**src/sv/chb_pkg.sv**
```systemverilog
// Shared types and constants for the convex hull builder.
package chb_pkg;

    // Number of clock cycles from a turn request to its result.
    localparam int unsigned TURN_LATENCY = 3;

    // Result of one orientation test, passed from the turn unit to the controller.
    typedef struct packed {
        logic valid;
        logic non_left;
    } chb_turn_res_t;

endpackage

```
**src/sv/chb_turn.sv**
```systemverilog
// Pipelined orientation test: is the turn a -> b -> c clockwise or straight.
module chb_turn #(
    parameter int COORD_BITS = 16
) (
    input  logic                         aclk,
    input  logic                         aresetn,
    input  logic                         start,
    input  logic signed [COORD_BITS-1:0] a_x,
    input  logic signed [COORD_BITS-1:0] a_y,
    input  logic signed [COORD_BITS-1:0] b_x,
    input  logic signed [COORD_BITS-1:0] b_y,
    input  logic signed [COORD_BITS-1:0] c_x,
    input  logic signed [COORD_BITS-1:0] c_y,
    output chb_pkg::chb_turn_res_t       res
);

    localparam int DW = COORD_BITS + 1;
    localparam int PW = 2 * DW;

    logic signed [DW-1:0] ux_reg, uy_reg, vx_reg, vy_reg;
    logic signed [PW-1:0] m1_reg, m2_reg;
    logic                 non_left_reg;
    logic [chb_pkg::TURN_LATENCY-1:0] vld_reg;

    always_ff @(posedge aclk) begin
        ux_reg       <= DW'(b_x) - DW'(a_x);
        uy_reg       <= DW'(b_y) - DW'(a_y);
        vx_reg       <= DW'(c_x) - DW'(a_x);
        vy_reg       <= DW'(c_y) - DW'(a_y);
        m1_reg       <= PW'(ux_reg) * PW'(vy_reg);
        m2_reg       <= PW'(uy_reg) * PW'(vx_reg);
        // The cross product is zero or negative exactly when m1 <= m2.
        non_left_reg <= (m1_reg <= m2_reg);
        if (!aresetn) begin
            vld_reg <= '0;
        end else begin
            vld_reg <= {vld_reg[chb_pkg::TURN_LATENCY-2:0], start};
        end
    end

    assign res.valid    = vld_reg[chb_pkg::TURN_LATENCY-1];
    assign res.non_left = non_left_reg;

endmodule

```
**config.mk**
```make
export PLATFORM = sky130hd
export DESIGN_NAME = chb_turn
export DESIGN_NICKNAME = d
export VERILOG_FILES = /design/src/sv/chb_pkg.sv /design/src/sv/chb_turn.sv
export SDC_FILE = /design/constraint.sdc
export NUM_CORES = 2
export LEC_CHECK = 0
export ABC_AREA = 1
export BUFFER_PORTS_ARGS = -buffer_cell sky130_fd_sc_hd__buf_4
export CORE_MARGIN = 8
export CORE_UTILIZATION = 54
export DETAILED_ROUTE_END_ITERATION = 8
export GPL_ROUTABILITY_DRIVEN = 0
export MAX_ROUTING_LAYER = met4
export PLACE_DENSITY = 0.71
export SKIP_CTS_REPAIR_TIMING = 1
export SYNTH_ARGS = -nofsm -noshare
export SYNTH_HDL_FRONTEND = slang
export SYNTH_SLANG_ARGS = --single-unit
```
**constraint.sdc**
```tcl
create_clock -name aclk -period 7.57 [get_ports aclk]
set_input_delay 1.8925 -clock aclk [delete_from_list [all_inputs] [get_ports aclk]]
set_output_delay 1.8925 -clock aclk [all_outputs]
set_load 0.01 [all_outputs]
```
==> impl_metrics.ini <==
[critical_path]
worstSetupStartpointType = flip-flop
critical_path_class = reg -> reg
crit_path_cell_trace = nand2_1, inv_1, fa_1, fa_1, fa_1, fa_1, fa_1, fa_1, ha_1, a21oi_1, a21boi_0, a21boi_0, nand3_1, nor2_1, nor2_1
crit_buf_inv = 1
worst_path_most_repeated_cell = fa_1
arrival_ns = 6.59
crit_required_ns = 7.91
endpoint_kind = flip-flop
slowest_stage = fa_1
cpLargestDelayFamily = adder cells
critical_path_peak_fanout = 17
slowest_delay_ns = 0.90

[sta]
fin_skew_ns = 0.0258
tightest_slew_ns = 1.01
post-route-period-util = 0.825
final_max_slew_viol_count = 0
rsz0062_at_grt = no
setup_viol = 0
period_minus_slack_ns = 6.25
maxSlewHeadroom = 0.327
tns_ns = 0
hold_viol_final = 0
max_freq_ghz = 0.160

[floorplanning]
fp.dieH_um = 252
die_width_um = 252
ioPinCount = 101
core-area_um2 = 55200
rows = 86
initial_core_util = 0.547
die_area_um2 = 63700

[global_route]
grt_pass1_wl_um = 126000
track_usage = 0.254
grt_max_degree = 19
grt_pass1_vias = 24800
antenna_found_initial = 1
globalRouteOverflowTotal = 0

[final_layout]
layout-drive-gt1-share = 0.0518
final_cells = 4612
final_nets = 4813
area_growth_syn_to_layout_pct = 6.27

[yosys]
netlist_area_um2 = 30200
async_flop_share = 0
synth_xor_area_frac = 0.0290
synth_top_area_cell = fa_1
synth_top_family_by_area = adder cells
synth_compound_area_frac = 0.0492
synth-simple-area-share = 0.169
syn_nets = 4815
muxShareOfSynthArea = 0
synthAdderAreaFrac = 0.507
synth_edf_count = 0
ys_types = 40
synth.yosys.seq_area_share = 0.0929
synth_seq_cells = 140
synth_ff_type = dfxtp_1
ys_warn_count = 0
synth_top_area_share = 0.395
syn_inst = 3852
syn_area_per_cell_um2 = 7.83
synthTopCellsByArea = fa_1 40%, inv_1 14%, nand2_1 11%

[hold_path]
hold_class = reg -> reg

[routing]
wire_per_inst_um = 16.3
drtIter0Drc = 1685
routed_via_density = 5.08
num_vias = 23400
drc = 0
drt-pass1-iter-count = 6
ant_nets = 0
drt_wl_total_um = 75200

[placement]
post-dp-hpwl_um = 64300
dp.cells = 4579
portBuffers = 100

[clocking]
cts.clk_slew.worst_paths_ns = 0.06
cts-htree-levels = 4
cts_root_buf = clkbuf_16
cts_tree = yes
clkSinkCount = 140
cts_buffers = 17
cts_buffer_depth = 2
insertion_delay_ns = 0.47

[run]
drv_cap = 0

[status]
status = complete, no violations
==> area by class of cell <==
class | instances | area, µm²
flip-flops and latches | 140 | 2800
inverters | 1098 | 4120
repair buffers | 115 | 863
fillers | 5060 | 23100
diodes | 1 | 2.50
clock inverters | 13 | 165
clock buffers | 19 | 443
multi-input cells | 2478 | 22700
well taps | 748 | 936
==> cell usage after synthesis (14+ instances only) <==
library cell	instances
a21oi_1	142
clkbuf_1	134
dfxtp_1	140
fa_1	596
ha_1	268
inv_1	1096
nand2_1	918
nand2_2	15
nand3_1	81
nand4_1	25
nor2_1	144
nor3_1	20
o21ai_0	58
o21bai_1	14
xnor2_1	29
xor2_1	71
==> stage by stage <==
stage | instance area, µm² | utilization | setup slack, ns | hold WS [ns]
after global routing | 32100 | 0.581 | 1.03 | 0.425
after floorplan | 30200 | - | 2.11 | 0.386
after global placement | 31500 | 0.570 | 1.51 | 0.389
after detailed placement | 31500 | 0.570 | 1.44 | 0.403
final | 32100 | 0.581 | 1.32 | 0.413
after CTS | 32100 | 0.581 | 1.38 | 0.415
==> cells in the final DEF, fill, tap and decap left out, drive strengths merged, types with 2 or more instances in the layout <==
cell type	n
clkinvlp	4
a21oi	144
or2	11
clkbuf	19
nor4	4
inv	1101
dfxtp	140
ha	268
o31ai	6
nor3	23
nand3b	8
a31oi	5
nand3	85
and3	2
a21boi	11
bufinv	3
nand4	25
xor2	71
clkinv	3
xnor2	29
o21ai	75
nand2	933
nor2	153
buf	115
fa	596
o21bai	14
a21o	11
==> layer usage <==
| metal | track usage | up-vias | share of wire |
|---|---|---|---|
| met2 | 0.413 | 852 | 0.47 |
| li1 | - | 11100 | - |
| met3 | 0.0316 | 124 | 0.062 |
| met4 | 0.0679 | 0 | 0.025 |
| met1 | 0.337 | 11300 | 0.44 |
| met5 | - | - | 0 |
==> logic make-up (layout without fill, tap and decap cells) <==
kind of cell	Yosys count	in the layout
fa+ha+maj	864	864
xor+xnor	100	100
simple gates	1247	1247
buf+inv	1234	1245
flops	140	140
compound gates	267	267
other cells	0	1
==> final timing paths <==
| path | endpoint | depth (start not counted) | from | slack, ns |
|---|---|---|---|---|
| setup reg to reg | m2_reg[27]$_DFF_P_ | 15 | vx_reg[3]$_DFF_P_ | 1.32 |
| hold reg to reg | vld_reg[2]$_SDFF_PN0_ | 2 | vld_reg[1]$_SDFF_PN0_ | 0.41 |
| hold / removal | vld_reg[2]$_SDFF_PN0_ | 2 | vld_reg[1]$_SDFF_PN0_ | 0.41 |
| setup / recovery | m2_reg[27]$_DFF_P_ | 15 | vx_reg[3]$_DFF_P_ | 1.32 |
==> tightest hold or removal path, cell delays in order, from the launching register on <==
cell and delay [ns]:
dfxtp_1 0.31, nand2_1 0.04, inv_1 0.04
Power is left out: the tool's default activity adds up to more than one toggle a clock period on the data nets, which glitch-free logic cannot reach.
