==> src/sv/chb_ram.sv <==
// Generic single-write, single-read synchronous RAM with a registered read.
module chb_ram #(
    parameter int WIDTH = 32,
    parameter int DEPTH = 64
) (
    input  logic                     aclk,
    input  logic                     we,
    input  logic [$clog2(DEPTH)-1:0] waddr,
    input  logic [WIDTH-1:0]         wdata,
    input  logic [$clog2(DEPTH)-1:0] raddr,
    output logic [WIDTH-1:0]         rdata
);

    logic [WIDTH-1:0] mem_reg [DEPTH];
    logic [WIDTH-1:0] rdata_reg;

    always_ff @(posedge aclk) begin
        if (we) begin
            mem_reg[waddr] <= wdata;
        end
        rdata_reg <= mem_reg[raddr];
    end

    assign rdata = rdata_reg;

endmodule

==> config.mk <==
export PLATFORM = sky130hd
export DESIGN_NAME = chb_ram
export DESIGN_NICKNAME = d
export VERILOG_FILES = /design/src/sv/chb_ram.sv
export SDC_FILE = /design/constraint.sdc
export NUM_CORES = 2
export LEC_CHECK = 0
export ABC_AREA = 1
export BUFFER_PORTS_ARGS = -buffer_cell sky130_fd_sc_hd__buf_2
export CAP_MARGIN = 20
export CORE_MARGIN = 2
export CORE_UTILIZATION = 45
export DETAILED_ROUTE_END_ITERATION = 8
export GPL_ROUTABILITY_DRIVEN = 0
export PLACE_DENSITY_LB_ADDON = 0.25
export SETUP_SLACK_MARGIN = 0.3
export SYNTH_ARGS = -nofsm -noshare
export SYNTH_HDL_FRONTEND = slang
export SYNTH_SLANG_ARGS = --single-unit
==> constraint.sdc <==
create_clock -name aclk -period 5.2 [get_ports aclk]
set_clock_uncertainty 0.15 [all_clocks]
set_input_delay 0.26 -clock aclk [delete_from_list [all_inputs] [get_ports aclk]]
set_output_delay 0.26 -clock aclk [all_outputs]
set_load 0.005 [all_outputs]
==> flow_summary.json <==
{
  "routed.top_layer": "met4",
  "cellLeakagePower_nw": 32.5,
  "synth_fa_ha_area_share_pct": 0,
  "grt_setup_unrepaired": "false",
  "area_of_combinational_cells_with_multiple_inputs_sq_um": 18800,
  "rows": 157,
  "postCtsHoldBufs": 27,
  "vias": 53700,
  "coreArea_sq_um": 183000,
  "drv.max_cap_violation_count": 0,
  "avgSynthCellArea_sq_um": 12.2,
  "worstSetupPathType": "input port to flip-flop",
  "met2_wirelength_um": 116000,
  "die_w_um": 433,
  "die_outline_area_sq_um": 187000,
  "setup_viol": 0,
  "finish.utilization_pct": 51.0,
  "worst_hold_slack_ns": -0.0159,
  "cts-htree-levels": 4,
  "mapped_nets": 6815,
  "final-seq-area_sq_um": 62100,
  "finalMaxSlewViolations": 0,
  "clock_tree.root_cell": "sky130_fd_sc_hd__clkbuf_16",
  "worstSkewPairLatency_ns": 0.85,
  "routedLengthMet1_um": 95300,
  "cts.sink_count": 2080,
  "route.detailed.drc": 0,
  "met3_wirelength_um": 17100,
  "tns_ns": 0,
  "tightestPinTransition_ns": 1.14,
  "status": "complete, but fails checks",
  "ys.warnings.count": 0,
  "netlist_area_sq_um": 82700,
  "cts_made_buffers": 205,
  "path_cells": "dlygate4sd3_1 > buf_4 > inv_2 > buf_4 > nand3_1 > nand2_1 > nand2_1 > nand2_1",
  "clk_pin_slew_worst_paths_ns": 0.06,
  "simple_gate_area_share_of_the_yosys_netlist_pct": 22.1,
  "detailedRoute.firstIterationViolations": 6504,
  "worstSetupEndpointType": "flip-flop",
  "largest_register_ffs": 2048,
  "num_io_pins": 78,
  "cts_post_setup_buffers_inserted": 0,
  "post_cts_resize_count": 0,
  "critPathSlowestCell": "sky130_fd_sc_hd__inv_2",
  "wire_length_of_the_first_global_routing_pass_um": 349000,
  "timing.hold.worst.class": "input port to flip-flop",
  "antenna_found_initial": 12,
  "report.final.hold_viol_count": 2,
  "ir_worst_vdd_mv": 0.282,
  "wire_per_inst_um": 25.6,
  "fin_crit_sh_pct": 52.9,
  "power_per_cell_area_nw_per_um2": 386,
  "cts.path.max_buffers": 3,
  "areaGrowthSynthToFinish_pct": 12.6,
  "grtUsageTotal_pct": 25.5,
  "initial_utilization_pct": 45.2,
  "worst-path-buf-inv": 4,
  "numPortBuffers": 77,
  "yosys.cell_types.count": 16,
  "synth.mux.area_fraction_pct": 0,
  "ys_seq_area_share_pct": 75.1,
  "maximum_number_of_pins_on_one_net_before_global_route_repair": 191,
  "yosys.area_share.xor_xnor_pct": 0,
  "p_total_w": 0.0359,
  "fraction_of_the_mapped_netlist_area_in_compound_gates_pct": 0,
  "slew_headroom_pct": 24.1,
  "worst_path_most_repeated_cell": "sky130_fd_sc_hd__nand2_1",
  "nets": 6818,
  "largest_family_of_logic_cells_by_synthesized_area": "simple AND/OR/NAND/NOR gates",
  "die_y_um": 433,
  "drt_first_pass_iters": 9,
  "layout.filler_cells": 15500,
  "critPathMaxStageDelay_ns": 0.83,
  "detail-route-antenna-nets": 0,
  "hpwlAfterDp_um": 129000,
  "cp_top_family": "buffers and inverters",
  "startpoint_type": "input port",
  "violations": "negative hold slack",
  "vias_in_the_first_global_route": 50200,
  "clock.fmax_mhz": 363,
  "post_synth_inst_count": 6769,
  "post-route-min-period_ns": 2.75,
  "route.detailed.vias_per_inst": 5.70,
  "required_ns": 5.81,
  "routed_wirelength_um": 241000,
  "postSynthRegisterBits": 2080,
  "crit_fanout": 34,
  "post_route_cells_drive_above_1_share_pct": 8.39,
  "cts_tree": "done",
  "arrival_ns": 3.37,
  "grt-ovfl-total": 0
}
==> path summary, 6_finish.rpt <==
check,cells after the start,from,to,slack (ns)
setup / recovery,8,raddr[4],rdata[22],2.45
hold / removal,2,wdata[18],mem_reg[15][18],-0.02
hold reg to reg,8,mem_reg[28][4],rdata[4],0.64
setup reg to reg,8,mem_reg[47][14],rdata[14],3.23
==> cell families (layout without fill, tap and decap cells) <==
| kind of cell | Yosys count | after routing |
|---|---|---|
| DFF | 2080 | 2080 |
| buffers and inverters | 461 | 644 |
| other | 0 | 7 |
| and+or+nand+nor | 4228 | 4228 |
==> power breakdown <==
group	total [W]	internal (W)	switching, W
combinational	0.00223	0.000506	0.00172
clock	0.0150	0.00872	0.00633
sequential	0.0187	0.0186	0.000101
total	0.0359	0.0278	0.00815
==> worst register-to-register path: cells and delay by family (launching register included) <==
| family | cells | cell delay, ns |
|---|---|---|
| flip-flops | 1 | 0.37 |
| AND/OR/NAND/NOR | 8 | 1.33 |
==> layout make-up <==
cell class                 instances  share of cell area (%)
sequential                      2080                    66.7
multi-input combinational       4228                    20.1
clock buffer                     271                    5.97
tap                             2464                    3.31
timing repair buffer             245                    2.44
clock inverter                   116                    1.36
inverter                          12                  0.0873
antenna                            7                  0.0188
==> per-layer routing <==
metal / vias to the layer above / GRT usage [%]
li1: 24100 / -
met4: 0 / 12.5
met3: 459 / 2.91
met2: 2415 / 41.4
met5: - / 0
met1: 26700 / 34.4
==> through the flow <==
stage          cells  instance area, sq um  setup slack [ns]  hold slack (ns)
2_1_floorplan   6769                 82700             0.660            0.209
3_3_place_gp    8985                 85700              1.67            0.383
3_5_place_dp    8990                 85800              1.72            0.384
4_1_cts         9404                 92900              2.59          0.00478
5_1_grt         9418                 93200              2.46           0.0449
6_report        9423                 93200              2.45          -0.0159
==> cell usage after synthesis, drive strengths merged <==
library cell  number  area share, %
nor4               8          0.060
buf              372            2.4
nand3           1907             12
edfxtp          2048             74
clkbuf            77           0.35
nand2           2248             10
nand4              9          0.068
nor2              56           0.25
dfxtp             32           0.77
inv               12          0.057
==> layout by cell type (no fill, tap or decap) <==
cell	n
sky130_fd_sc_hd__nand2_1	2248
sky130_fd_sc_hd__edfxtp_1	2048
sky130_fd_sc_hd__nand3_1	1907
sky130_fd_sc_hd__clkbuf_16	209
sky130_fd_sc_hd__buf_4	116
sky130_fd_sc_hd__buf_2	61
sky130_fd_sc_hd__nor2_4	56
sky130_fd_sc_hd__clkbuf_1	52
sky130_fd_sc_hd__clkinv_1	40
sky130_fd_sc_hd__clkinv_2	33
sky130_fd_sc_hd__buf_12	33
sky130_fd_sc_hd__dfxtp_1	32
sky130_fd_sc_hd__dlygate4sd3_1	27
sky130_fd_sc_hd__bufinv_16	24
sky130_fd_sc_hd__clkbuf_8	10
sky130_fd_sc_hd__nand4_1	9
sky130_fd_sc_hd__nor4_2	8
sky130_fd_sc_hd__clkinvlp_4	8
sky130_fd_sc_hd__diode_2	7
sky130_fd_sc_hd__inv_1	6
sky130_fd_sc_hd__inv_6	5
sky130_fd_sc_hd__clkinv_8	4
sky130_fd_sc_hd__buf_16	4
sky130_fd_sc_hd__inv_8	3
sky130_fd_sc_hd__buf_8	3
sky130_fd_sc_hd__inv_2	2
sky130_fd_sc_hd__clkinv_16	2
sky130_fd_sc_hd__inv_16	1
sky130_fd_sc_hd__buf_6	1
Power figures use the tool's default switching activity.
